### config.mk
export PLATFORM = sky130hd
export DESIGN_NAME = escape_string_encoder
export DESIGN_NICKNAME = d
export VERILOG_FILES = /design/src/hdl/esc_pkg.sv /design/src/hdl/esc_encode.sv /design/src/hdl/esc_emit.sv /design/src/hdl/escape_string_encoder.sv
export SDC_FILE = /design/constraint.sdc
export NUM_CORES = 1
export LEC_CHECK = 0
export ABC_AREA = 1
export BUFFER_PORTS_ARGS = -buffer_cell sky130_fd_sc_hd__buf_2
export CAP_MARGIN = 20
export CORE_MARGIN = 2
export CORE_UTILIZATION = 35
export CTS_BUF_LIST = sky130_fd_sc_hd__clkbuf_8
export DETAILED_ROUTE_END_ITERATION = 7
export PLACE_DENSITY_LB_ADDON = 0.25
export SLEW_MARGIN = 20
export SYNTH_ARGS = -nofsm -noshare
export SYNTH_HDL_FRONTEND = slang
export SYNTH_SLANG_ARGS = --single-unit
### constraint.sdc
create_clock -name clk -period 6.2 [get_ports clk]
set_input_delay 0.93 -clock clk [delete_from_list [all_inputs] [get_ports clk]]
set_output_delay 0.93 -clock clk [all_outputs]
set_load 0.01 [all_outputs]
### src/hdl/esc_pkg.sv
// escape string encoder: shared package
// widths, payload beat structs and the internal sequence and load structs
// no dependencies
`timescale 1ns / 1ps
`default_nettype none

package esc_pkg;

	localparam int LENGTH_BITS = 16;
	localparam int TOTAL_W     = 16;
	localparam int CAP_W       = 16;
	localparam int SUM_W       = ((LENGTH_BITS > CAP_W) ? LENGTH_BITS : CAP_W) + 1;
	localparam int SEQ_MAX     = 4;
	localparam int CNT_W       = $clog2(SEQ_MAX);

	typedef struct packed {
		logic [7:0] src_byte;
		logic       end_of_string;
	} in_beat_t;

	typedef struct packed {
		logic [7:0]         out_byte;
		logic               byte_valid;
		logic               run_last;
		logic               done_res;
		logic [TOTAL_W-1:0] total_length;
	} out_beat_t;

	// escaped form of one source byte, first byte in slot 0
	typedef struct packed {
		logic [SEQ_MAX-1:0][7:0] bytes;
		logic [CNT_W-1:0]        cnt_m1;
	} seq_t;

	// one sequence handed to the output stage
	typedef struct packed {
		logic [SEQ_MAX-1:0][7:0] bytes;
		logic [CNT_W-1:0]        cnt_m1;
		logic                    byte_valid;
		logic                    done_res;
		logic [TOTAL_W-1:0]      first_len;
	} emit_load_t;

endpackage

`default_nettype wire

### src/hdl/esc_encode.sv
// escape string encoder: byte classifier and escape sequence builder
// purely combinational; uses esc_pkg
`timescale 1ns / 1ps
`default_nettype none

module esc_encode (
	input  wire logic [7:0]    src_byte,
	output esc_pkg::seq_t      seq
);

	localparam logic [7:0] CH_BSLASH = 8'h5C;
	localparam logic [7:0] CH_QUOTE  = 8'h22;
	localparam logic [7:0] CH_BEL    = 8'h07;
	localparam logic [7:0] CH_BS     = 8'h08;
	localparam logic [7:0] CH_TAB    = 8'h09;
	localparam logic [7:0] CH_LF     = 8'h0A;
	localparam logic [7:0] CH_VT     = 8'h0B;
	localparam logic [7:0] CH_FF     = 8'h0C;
	localparam logic [7:0] CH_CR     = 8'h0D;
	localparam logic [7:0] CH_SPACE  = 8'h20;
	localparam logic [7:0] CH_TILDE  = 8'h7E;
	localparam logic [7:0] CH_X      = 8'h78;
	localparam logic [15:0][7:0] HEX_DIGITS = {
		8'h46, 8'h45, 8'h44, 8'h43, 8'h42, 8'h41, 8'h39, 8'h38,
		8'h37, 8'h36, 8'h35, 8'h34, 8'h33, 8'h32, 8'h31, 8'h30
	};

	logic [7:0] letter;

	always_comb begin
		case (src_byte)
			CH_BEL:    letter = 8'h61;
			CH_BS:     letter = 8'h62;
			CH_TAB:    letter = 8'h74;
			CH_LF:     letter = 8'h6E;
			CH_VT:     letter = 8'h76;
			CH_FF:     letter = 8'h66;
			CH_CR:     letter = 8'h72;
			CH_BSLASH: letter = CH_BSLASH;
			CH_QUOTE:  letter = CH_QUOTE;
			default:   letter = 8'h00;
		endcase
	end

	always_comb begin
		seq.bytes = '0;
		if (letter != 8'h00) begin
			seq.bytes[0] = CH_BSLASH;
			seq.bytes[1] = letter;
			seq.cnt_m1   = esc_pkg::CNT_W'(1);
		end else if (src_byte inside {[CH_SPACE:CH_TILDE]}) begin
			seq.bytes[0] = src_byte;
			seq.cnt_m1   = esc_pkg::CNT_W'(0);
		end else begin
			seq.bytes[0] = CH_BSLASH;
			seq.bytes[1] = CH_X;
			seq.bytes[2] = HEX_DIGITS[src_byte[7:4]];
			seq.bytes[3] = HEX_DIGITS[src_byte[3:0]];
			seq.cnt_m1   = esc_pkg::CNT_W'(3);
		end
	end

endmodule

`default_nettype wire

### src/hdl/esc_emit.sv
// escape string encoder: output stage, sends one loaded sequence a beat per cycle
// holds the result register and stalls while dst_ready is low; uses esc_pkg
`timescale 1ns / 1ps
`default_nettype none

module esc_emit (
	input  wire logic                clk,
	input  wire logic                arst_n,
	input  wire logic                load,
	input  wire esc_pkg::emit_load_t load_data,
	output logic                     free,
	output logic                     dst_valid,
	input  wire logic                dst_ready,
	output esc_pkg::out_beat_t       dst_data
);

	logic                                 busy_q;
	logic [esc_pkg::SEQ_MAX-1:0][7:0]     bytes_q;
	logic [esc_pkg::CNT_W-1:0]            rem_q;
	logic                                 valid_q;
	logic                                 done_q;
	logic [esc_pkg::TOTAL_W-1:0]          len_q;
	logic                                 beat_done;
	logic                                 last;

	assign last      = (rem_q == '0);
	assign beat_done = busy_q & dst_ready;
	assign free      = !busy_q | (beat_done & last);

	always_ff @(posedge clk or negedge arst_n) begin
		if (!arst_n) begin
			busy_q <= 1'b0;
			rem_q  <= '0;
		end else if (load) begin
			busy_q <= 1'b1;
			rem_q  <= load_data.cnt_m1;
		end else if (beat_done) begin
			if (last) begin
				busy_q <= 1'b0;
			end else begin
				rem_q <= rem_q - esc_pkg::CNT_W'(1);
			end
		end
	end

	// payload
	always_ff @(posedge clk) begin
		if (load) begin
			bytes_q <= load_data.bytes;
			valid_q <= load_data.byte_valid;
			done_q  <= load_data.done_res;
			len_q   <= load_data.first_len;
		end else if (beat_done && !last) begin
			bytes_q <= {8'h00, bytes_q[esc_pkg::SEQ_MAX-1:1]};
			len_q   <= len_q + esc_pkg::TOTAL_W'(1);
		end
	end

	assign dst_valid             = busy_q;
	assign dst_data.out_byte     = bytes_q[0];
	assign dst_data.byte_valid   = valid_q;
	assign dst_data.run_last     = last;
	assign dst_data.done_res     = done_q;
	assign dst_data.total_length = len_q;

	a_done_single: assert property (@(posedge clk) disable iff (!arst_n)
		busy_q && done_q |-> rem_q == '0)
		else $error("terminator result spans more than one beat");

	a_invalid_only_done: assert property (@(posedge clk) disable iff (!arst_n)
		busy_q && !valid_q |-> done_q)
		else $error("invalid byte outside terminator result");

	a_no_overrun: assert property (@(posedge clk) disable iff (!arst_n)
		load |-> free)
		else $error("sequence loaded over one still being sent");

	a_stay_busy: assert property (@(posedge clk) disable iff (!arst_n)
		beat_done && !last |=> busy_q && len_q == $past(len_q) + esc_pkg::TOTAL_W'(1))
		else $error("sequence cut short or length not advanced");

endmodule

`default_nettype wire

### src/hdl/escape_string_encoder.sv
// escape string encoder: top level with input register, length state and capacity
// uses esc_pkg, esc_encode and esc_emit
//
// src channel: one source byte per beat, or a terminator beat (end_of_string = 1).
// dst channel: one escaped byte per beat; run_last marks the final byte of the
//   sequence for one source byte, done_res marks the NUL that answers a terminator.
// cfg_we / cfg_wdata write the destination capacity (bytes, closing NUL included);
//   write it only while no beat is in flight.
// A source beat is registered in the input register, then loaded into the output
//   stage register, before its first result beat appears on dst.
// The dst channel moves one beat per cycle while dst_ready is high; a byte gives as
//   many beats as its escaped form is long: 1 for printable, 2 for a letter escape,
//   4 for a hex escape; a terminator gives 1, a refused byte none.
// The input register takes the next source beat while the output stage is still
//   sending, so a stalled dst channel holds back src only once both are full.
// Once a sequence would leave no room for the NUL, that byte and later bytes give nothing until
//   the terminator, which reports the length reached and rearms the block.
// Reset clears the capacity to zero, the length count and the stop flag, and
//   empties both registers.
`timescale 1ns / 1ps
`default_nettype none

module escape_string_encoder (
	input  wire logic                clk,
	input  wire logic                arst_n,
	input  wire logic                cfg_we,
	input  wire logic [15:0]         cfg_wdata,
	input  wire logic                src_valid,
	output logic                     src_ready,
	input  wire esc_pkg::in_beat_t   src_data,
	output logic                     dst_valid,
	input  wire logic                dst_ready,
	output esc_pkg::out_beat_t       dst_data
);

	logic                               valid_s1;
	esc_pkg::in_beat_t                  item_s1;
	logic [esc_pkg::CAP_W-1:0]          cap_q;
	logic [esc_pkg::LENGTH_BITS-1:0]    count_q;
	logic                               full_stop_q;

	esc_pkg::seq_t                      seq;
	esc_pkg::emit_load_t                load_data;
	logic                               term;
	logic                               cap_zero;
	logic [esc_pkg::SUM_W-1:0]          sum;
	logic                               no_room;
	logic                               drop;
	logic                               emits;
	logic                               emit_free;
	logic                               consume_s1;
	logic                               emit_load;

	esc_encode u_encode (
		.src_byte (item_s1.src_byte),
		.seq      (seq)
	);

	assign term     = item_s1.end_of_string;
	assign cap_zero = (cap_q == '0);
	assign sum      = esc_pkg::SUM_W'(count_q) + esc_pkg::SUM_W'(seq.cnt_m1)
	                  + esc_pkg::SUM_W'(1);
	assign no_room  = (sum >= esc_pkg::SUM_W'(cap_q))
	                  || ((sum >> esc_pkg::LENGTH_BITS) != '0);
	assign drop     = full_stop_q | cap_zero | no_room;
	assign emits    = term | !drop;

	assign consume_s1 = valid_s1 & (!emits | emit_free);
	assign emit_load  = consume_s1 & emits;
	assign src_ready  = !valid_s1 | consume_s1;

	always_comb begin
		if (term) begin
			load_data.bytes      = '0;
			load_data.cnt_m1     = '0;
			load_data.byte_valid = !cap_zero;
			load_data.done_res   = 1'b1;
			load_data.first_len  = cap_zero ? '0 : esc_pkg::TOTAL_W'(count_q);
		end else begin
			load_data.bytes      = seq.bytes;
			load_data.cnt_m1     = seq.cnt_m1;
			load_data.byte_valid = 1'b1;
			load_data.done_res   = 1'b0;
			load_data.first_len  = esc_pkg::TOTAL_W'(count_q) + esc_pkg::TOTAL_W'(1);
		end
	end

	esc_emit u_emit (
		.clk       (clk),
		.arst_n    (arst_n),
		.load      (emit_load),
		.load_data (load_data),
		.free      (emit_free),
		.dst_valid (dst_valid),
		.dst_ready (dst_ready),
		.dst_data  (dst_data)
	);

	always_ff @(posedge clk or negedge arst_n) begin
		if (!arst_n) begin
			valid_s1 <= 1'b0;
		end else if (src_ready) begin
			valid_s1 <= src_valid;
		end
	end

	always_ff @(posedge clk) begin
		if (src_ready) begin
			item_s1 <= src_data;
		end
	end

	always_ff @(posedge clk or negedge arst_n) begin
		if (!arst_n) begin
			cap_q <= '0;
		end else if (cfg_we) begin
			cap_q <= cfg_wdata;
		end
	end

	always_ff @(posedge clk or negedge arst_n) begin
		if (!arst_n) begin
			count_q     <= '0;
			full_stop_q <= 1'b0;
		end else if (consume_s1) begin
			if (term) begin
				count_q     <= '0;
				full_stop_q <= 1'b0;
			end else if (!full_stop_q && !cap_zero) begin
				if (no_room) begin
					full_stop_q <= 1'b1;
				end else begin
					count_q <= esc_pkg::LENGTH_BITS'(sum);
				end
			end
		end
	end

	a_term_rearms: assert property (@(posedge clk) disable iff (!arst_n)
		consume_s1 && term |=> count_q == '0 && !full_stop_q)
		else $error("terminator did not rearm the encoder");

	a_stop_silent: assert property (@(posedge clk) disable iff (!arst_n)
		valid_s1 && !term && full_stop_q |-> !emit_load)
		else $error("byte sent after stop");

	a_count_below_cap: assert property (@(posedge clk) disable iff (!arst_n)
		emit_load && !term |-> sum < esc_pkg::SUM_W'(cap_q))
		else $error("sequence would leave no room for the closing byte");

endmodule

`default_nettype wire

==> flow_summary_export.csv, run 1 <==
group,metric,value,unit
worst_setup_path,worst_path_largest_cell_delay,0.46,ns
min_path,min_path_type,"flop to flop",
logic_synthesis,synth_top_area_share,27.2,%
clock_network,clk_pin_slew,0.10,ns
clock_network,clkSinkCount,103,
clock_network,cts_hold_buf,0,
clock_network,cts_tree,"yes",
global_routing,grt_pass1_vias,4202,
worst_setup_path,cp-startpoint,"item_s1[5]",
logic_synthesis,seq_area_frac_synth,46.7,%
floorplan,die_h,135,µm
global_routing,track_usage,15.0,%
logic_synthesis,synth_top_family_by_area,"simple AND/OR/NAND/NOR gates",
floorplan,num_rows,47,
floorplan,die_x,135,µm
global_routing,grt_max_degree,39,
global_routing,grt_pass1_wl,21500,µm
clock_network,cts_root_buf,"clkbuf_8",
logic_synthesis,ys.flop_type,"edfxtp_1",
logic_synthesis,synthAdderAreaFrac,5.57,%
floorplan,design.core.area,16600,µm²
place,dp.final_hpwl,9760,µm
drt,top_layer_used,"met4",
place,dpl.cell_count,973,
logic_synthesis,synth_compound_area_share,10.4,%
flow_run,maxCapViolations,0,
logic_synthesis,postSynthAreaPerCell,8.30,µm²
global_routing,gr-total-overflow,0,
layout,final_cell_count_no_fill,1003,
worst_setup_path,cp_data_arrival_time,4.75,ns
drt,drtAntennaViolNets,0,
logic_synthesis,muxShareOfSynthArea,0.168,%
logic_synthesis,yosysUniqueCellTypes,45,
logic_synthesis,syn_area,5970,µm²
drt,route.met2.wl,5250,µm
layout,diodes,0,
place,gp_congestion,0.849,
drt,drt_first_pass_iters,5,
global_routing,antenna_found_initial,0,
place,port_buffers,58,
drt,drc,0,
worst_setup_path,crit_path_frequent_cell,"nor2_1",
worst_setup_path,cp_slowest_cell,"edfxtp_1",
logic_synthesis,yosys.area_share.simple,22.8,%
timing,hold_viol,0,
logic_synthesis,ys_top_cells_by_area,"edfxtp_1 (27%), dfrtp_1 (16%), nand2_1 (9.7%), inv_1 (7.5%), ha_1 (5.2%)",
logic_synthesis,synth_edf_count,54,
clock_network,clock_latency,0.39,ns
drt,wl_per_cell,13.2,µm
floorplan,io_pins,59,
drt,drt-initial-drc-count,285,
min_path,holdCritStartpoint,"u_emit.bytes_q[8]",
floorplan,initial_core_util,35.9,%
layout,syn_to_final_growth,12.3,%
worst_setup_path,crit_type,"flop to output pin",
timing,slew-limit-headroom,40.4,%
drt,drt-total-wl,13200,µm
logic_synthesis,synth_seq_cells,103,
drt,route.met3.wl,633,µm
drt,via_per_inst,4.60,
clock_network,cts_buffers,9,
clock_network,htreeDepth,3,
timing,fmax,176,MHz
worst_setup_path,crit_buf_inv,6,
worst_setup_path,end_kind,"output pin",
worst_setup_path,required,5.27,ns
logic_synthesis,syn_nets,775,
power_and_ir_drop,power,3.45,mW
logic_synthesis,yosys.area.top_type,"edfxtp_1",
timing,timing.final.crit_period,5.68,ns
logic_synthesis,synth_xor_area_share,3.37,%
layout,fin_nets,834,
timing,finalCritPeriodShare,91.6,%
logic_synthesis,synthesis.instances,719,
power_and_ir_drop,leakage,3.28,nW
worst_setup_path,critPathTopFamily,"simple AND/OR/NAND/NOR gates",
timing,finClkSkew,0.00949,ns
power_and_ir_drop,max-vdd-ir-drop,0.302,mV
worst_setup_path,r2r_start,"item_s1[5]",
layout,drive_gt1_share,17.1,%
power_and_ir_drop,powerDensity,515,nW/µm²
layout,final_area,6710,µm²
worst_setup_path,setup.worst_path.start_class,"flop",
timing,slew_viol_final,0,
logic_synthesis,async_flop_share,35.9,%
timing,setup_viol,0,
status,status,"complete, no violations",
timing,worst_pin_slew,0.893,ns
place,postPlaceCellArea,6400,µm²
logic_synthesis,synth_warnings,0,
drt,via_count,4616,
floorplan,die_area,18100,µm²
layout,n_fill_cell,1715,
drt,wl_met1,7130,µm
worst_setup_path,critPathMaxFanout,7,
clock_network,clockBufferDepth,2,
-- repair_timing --
action | 4_1_cts | 5_1_grt
endpoints found under the hold margin | 0 | 0
resized for setup | 0 | 1
setup endpoints to repair | 0 | 1
buffers inserted | 0 | 14
-- cell usage in the layout (no fill, tap or decap), drive strengths merged, types with 22 or more instances in the layout --
cell,netlist,final
nand2,173,173
inv,126,130
buf,20,76
o21ai,66,66
edfxtp,54,54
nor2,54,54
nand3,40,40
dfrtp,37,37
ha,25,25
xor2,22,22
-- cell usage after synthesis (2+ instances only) --
library cell    n
a21boi_0        3
a21oi_1        16
a22oi_1         2
a31oi_1         2
and3_1          2
buf_2           6
buf_4          11
buf_6           3
clkbuf_1        8
dfrtp_1        37
dfxtp_1        12
edfxtp_1       54
ha_1           25
inv_1         119
inv_2           7
nand2_1       155
nand2_2        15
nand2_4         3
nand3_1        36
nand3_2         2
nand3_4         2
nand3b_1        3
nand4_1        15
nor2_1         50
nor2_2          4
nor3_1          9
nor4_1          2
o21ai_0        45
o21ai_1        17
o21ai_2         4
o22ai_1        15
xor2_1         22
-- path summary, 6_finish.rpt --
kind	to	slack, ns	cells after the start
worst max-delay path	src_ready	0.52	29
worst min-delay path	u_emit.dst_data[19]	0.53	2
worst max register to register	u_emit.bytes_q[18]	0.83	32
worst min register to register	u_emit.dst_data[19]	0.53	2
max in group asynchronous	u_emit.rem_q[0]	4.98	1
min in group asynchronous	cap_q[9]	0.66	1
-- through the flow --
| stage | hold slack, ns | worst slack, ns | setup TNS, ns | util [%] |
|---|---|---|---|---|
| detailed placement | 0.514 | 0.846 | 0 | 38.5 |
| finish | 0.530 | 0.522 | 0 | 40.3 |
| global route | 0.558 | -0.0275 | -0.0275 | 40.3 |
| global placement | 0.509 | 0.896 | 0 | 38.5 |
| floorplan | 0.500 | 0.906 | 0 | - |
| CTS | 0.533 | 0.406 | 0 | 39.6 |
-- kinds of logic (layout without fill, tap and decap cells) --
group | after synthesis | count (layout)
other cells | 1 | 1
compound gates | 110 | 110
mux | 1 | 1
fa+ha+maj | 26 | 26
buf+inv | 155 | 219
flops | 103 | 103
xor+xnor | 23 | 23
simple gates | 300 | 300
-- cell type report --
type                       count  area, µm²  share of cell area [%]
inverter                     127        477                    7.11
clock buffer                   9        124                    1.85
multi-input combinational    461       2540                    37.8
clock inverter                 7       68.8                    1.03
sequential                   103       2790                    41.6
tap                          220        275                    4.10
timing repair buffer          76        438                    6.53
-- power breakdown --
group	leakage [nW]	switching, mW	internal, mW
registers	1.10	0.184	1.13
logic	2.07	1.08	0.618
clock network	0.105	0.246	0.188
-- metal layers --
layer / vias up / track usage, %
li1: 2445 / -
met1: 2037 / 23.1
met2: 119 / 20.7
met3: 15 / 2.89
met4: 0 / 5.50
met5: - / 0
-- worst register-to-register path, delay by kind of cell, from the launching register on --
kind,cells,cell delay [ns]
XOR/XNOR,1,0.18
adder cells (fa/ha/maj),3,0.95
buffers and inverters,7,0.90
flip-flops,1,0.46
AND/OR/NAND/NOR,20,2.40
AO/OA/AOI/OAI,1,0.28
Power figures use the tool's default switching activity.
==> inputs of run 2 (changes only) <==
- ABC_CLOCK_PERIOD_IN_PS: unset -> 6200
- CELL_PAD_IN_SITES_DETAIL_PLACEMENT: unset -> 0
- CELL_PAD_IN_SITES_GLOBAL_PLACEMENT: unset -> 2
==> flow_summary_export.csv, run 2 (synthesis gave the netlist of run 1 again) <==
group,metric,value,unit
floorplan,die_area,18100,µm²
drt,wl_per_cell,13.9,µm
floorplan,die_h,135,µm
drt,drtAntennaViolNets,0,
timing,timing.final.crit_period,5.71,ns
layout,fin_nets,833,
layout,final_cell_mix,"nand2_1 (154), inv_1 (119), buf_2 (58), edfxtp_1 (54), nor2_1 (49)",
clock_network,cts_buffers,9,
power_and_ir_drop,leakage,3.25,nW
min_path,holdPathStages,2,
min_path,holdPathEnd,"u_emit.bytes_q[29]",
worst_setup_path,setup.worst_path.start_class,"flop",
worst_setup_path,crit_type,"flop to output pin",
timing,postLayoutSetupSlackWorst,0.492,ns
layout,final_common_cell,"nand2_1",
worst_setup_path,r2r_slack,0.73,ns
power_and_ir_drop,powerDensity,515,nW/µm²
global_routing,antenna_found_initial,0,
global_routing,track_usage,16.3,%
power_and_ir_drop,max-vdd-ir-drop,0.214,mV
place,dp_slack,0.759,ns
clock_network,clock_latency,0.39,ns
timing,slew-limit-headroom,41.6,%
clock_network,htreeDepth,3,
global_routing,grt_pass1_vias,4531,
place,gp_congestion,0.844,
place,port_buffers,58,
clock_network,cts_tree,"yes",
worst_setup_path,crit_path_frequent_cell,"nand2_1",
worst_setup_path,cp_data_arrival_time,4.78,ns
layout,n_fill_cell,1754,
clock_network,clockBufferDepth,2,
timing,slew_viol_final,0,
drt,drc,0,
timing,setup_viol,0,
drt,drt-total-wl,13900,µm
layout,final_util,40.1,%
drt,drt-initial-drc-count,264,
place,dp.final_hpwl,10700,µm
status,status,"complete, no violations",
floorplan,design.core.area,16600,µm²
timing,hold_viol,0,
flow_run,maxCapViolations,0,
worst_setup_path,cp_slowest_cell,"edfxtp_1",
worst_setup_path,critPathMaxFanout,8,
worst_setup_path,worst_path_largest_cell_delay,0.53,ns
timing,worst_pin_slew,0.877,ns
layout,drive_gt1_share,16.9,%
timing,finalSetupTns,0,ns
floorplan,io_pins,59,
floorplan,die_x,135,µm
worst_setup_path,r2r_start,"item_s1[1]",
layout,diodes,0,
floorplan,initial_core_util,35.9,%
timing,finalCritPeriodShare,92.1,%
clock_network,cts_hold_buf,0,
layout,syn_to_final_growth,11.8,%
timing,finClkSkew,0.0143,ns
global_routing,gr-total-overflow,0,
min_path,min_path_type,"flop to flop",
clock_network,clk_pin_slew,0.10,ns
clock_network,cts_root_buf,"clkbuf_8",
worst_setup_path,rr_worst_depth,35,
power_and_ir_drop,power,3.44,mW
drt,via_count,4663,
timing,fmax,175,MHz
worst_setup_path,required,5.27,ns
drt,drt_first_pass_iters,4,
drt,via_per_inst,4.65,
worst_setup_path,end_kind,"output pin",
clock_network,clkSinkCount,103,
global_routing,grt_pass1_wl,23200,µm
global_routing,grt_max_degree,38,
floorplan,num_rows,47,
-- run 2: cell types whose count changed in the layout (fill, tap and decap cells not counted), sizes merged --
cell,before,now
buf,76,75
bufinv,1,0
clkinv,3,4
-- run 2: what timing repair did --
item | in CTS | in global routing
gates resized for setup | 0 | 2
endpoints found under the setup margin | 0 | 1
setup buffers | 0 | 12
-- run 2: area by class of cell --
class                   instances  area (µm²)  area share (%)
repair buffers                 75         418            6.26
clock inverters                 7        53.8           0.806
well taps                     220         275            4.12
flip-flops and latches        103        2790            41.8
clock buffers                   9         124            1.86
multi-input cells             461        2540            38.1
inverters                     127         477            7.14
-- run 2: critical path: cells and delay by family, from the launching register on --
| kind | cells | cell delay, ns |
|---|---|---|
| DFF | 1 | 0.53 |
| and+or+nand+nor | 19 | 2.21 |
| adders and majority gates | 3 | 0.95 |
| xor gates and xnor gates | 1 | 0.19 |
| buffers and inverters | 5 | 0.49 |
-- run 2: how the worst max path moves through the flow --
stage / from / cells past startpoint / endpoint
final: item_s1[1] / 28 / src_ready
after global routing: item_s1[6] / 30 / src_ready
after CTS: item_s1[6] / 29 / src_ready
after detailed placement: item_s1[6] / 36 / flop
after global placement: item_s1[1] / 25 / src_ready
after floorplan: item_s1[3] / 33 / u_emit.rem_q[0]
-- run 2: per-layer routing --
layer | global-route usage [%] | vias to the layer above | share of wire [%]
met5 | 0 | - | 0
met4 | 5.09 | 0 | 1.3
met3 | 2.33 | 14 | 3.6
met2 | 24.3 | 89 | 42
met1 | 24.3 | 2108 | 53
li1 | - | 2452 | -
-- run 2: where the power goes --
part	total [mW]	leakage, nW	switching, mW	internal (mW)
clock	0.405	0.0916	0.253	0.151
sequential	1.32	1.10	0.188	1.13
combinational	1.71	2.06	1.10	0.613
total	3.44	3.25	1.54	1.90
-- run 2: per-stage QoR --
stage | instance area, µm² | hold slack [ns] | instances
2_1_floorplan | 5970 | 0.500 | 719
3_3_place_gp | 6400 | 0.514 | 974
3_5_place_dp | 6400 | 0.518 | 974
4_1_cts | 6580 | 0.538 | 990
5_1_grt | 6680 | 0.559 | 1002
6_report | 6680 | 0.533 | 1002
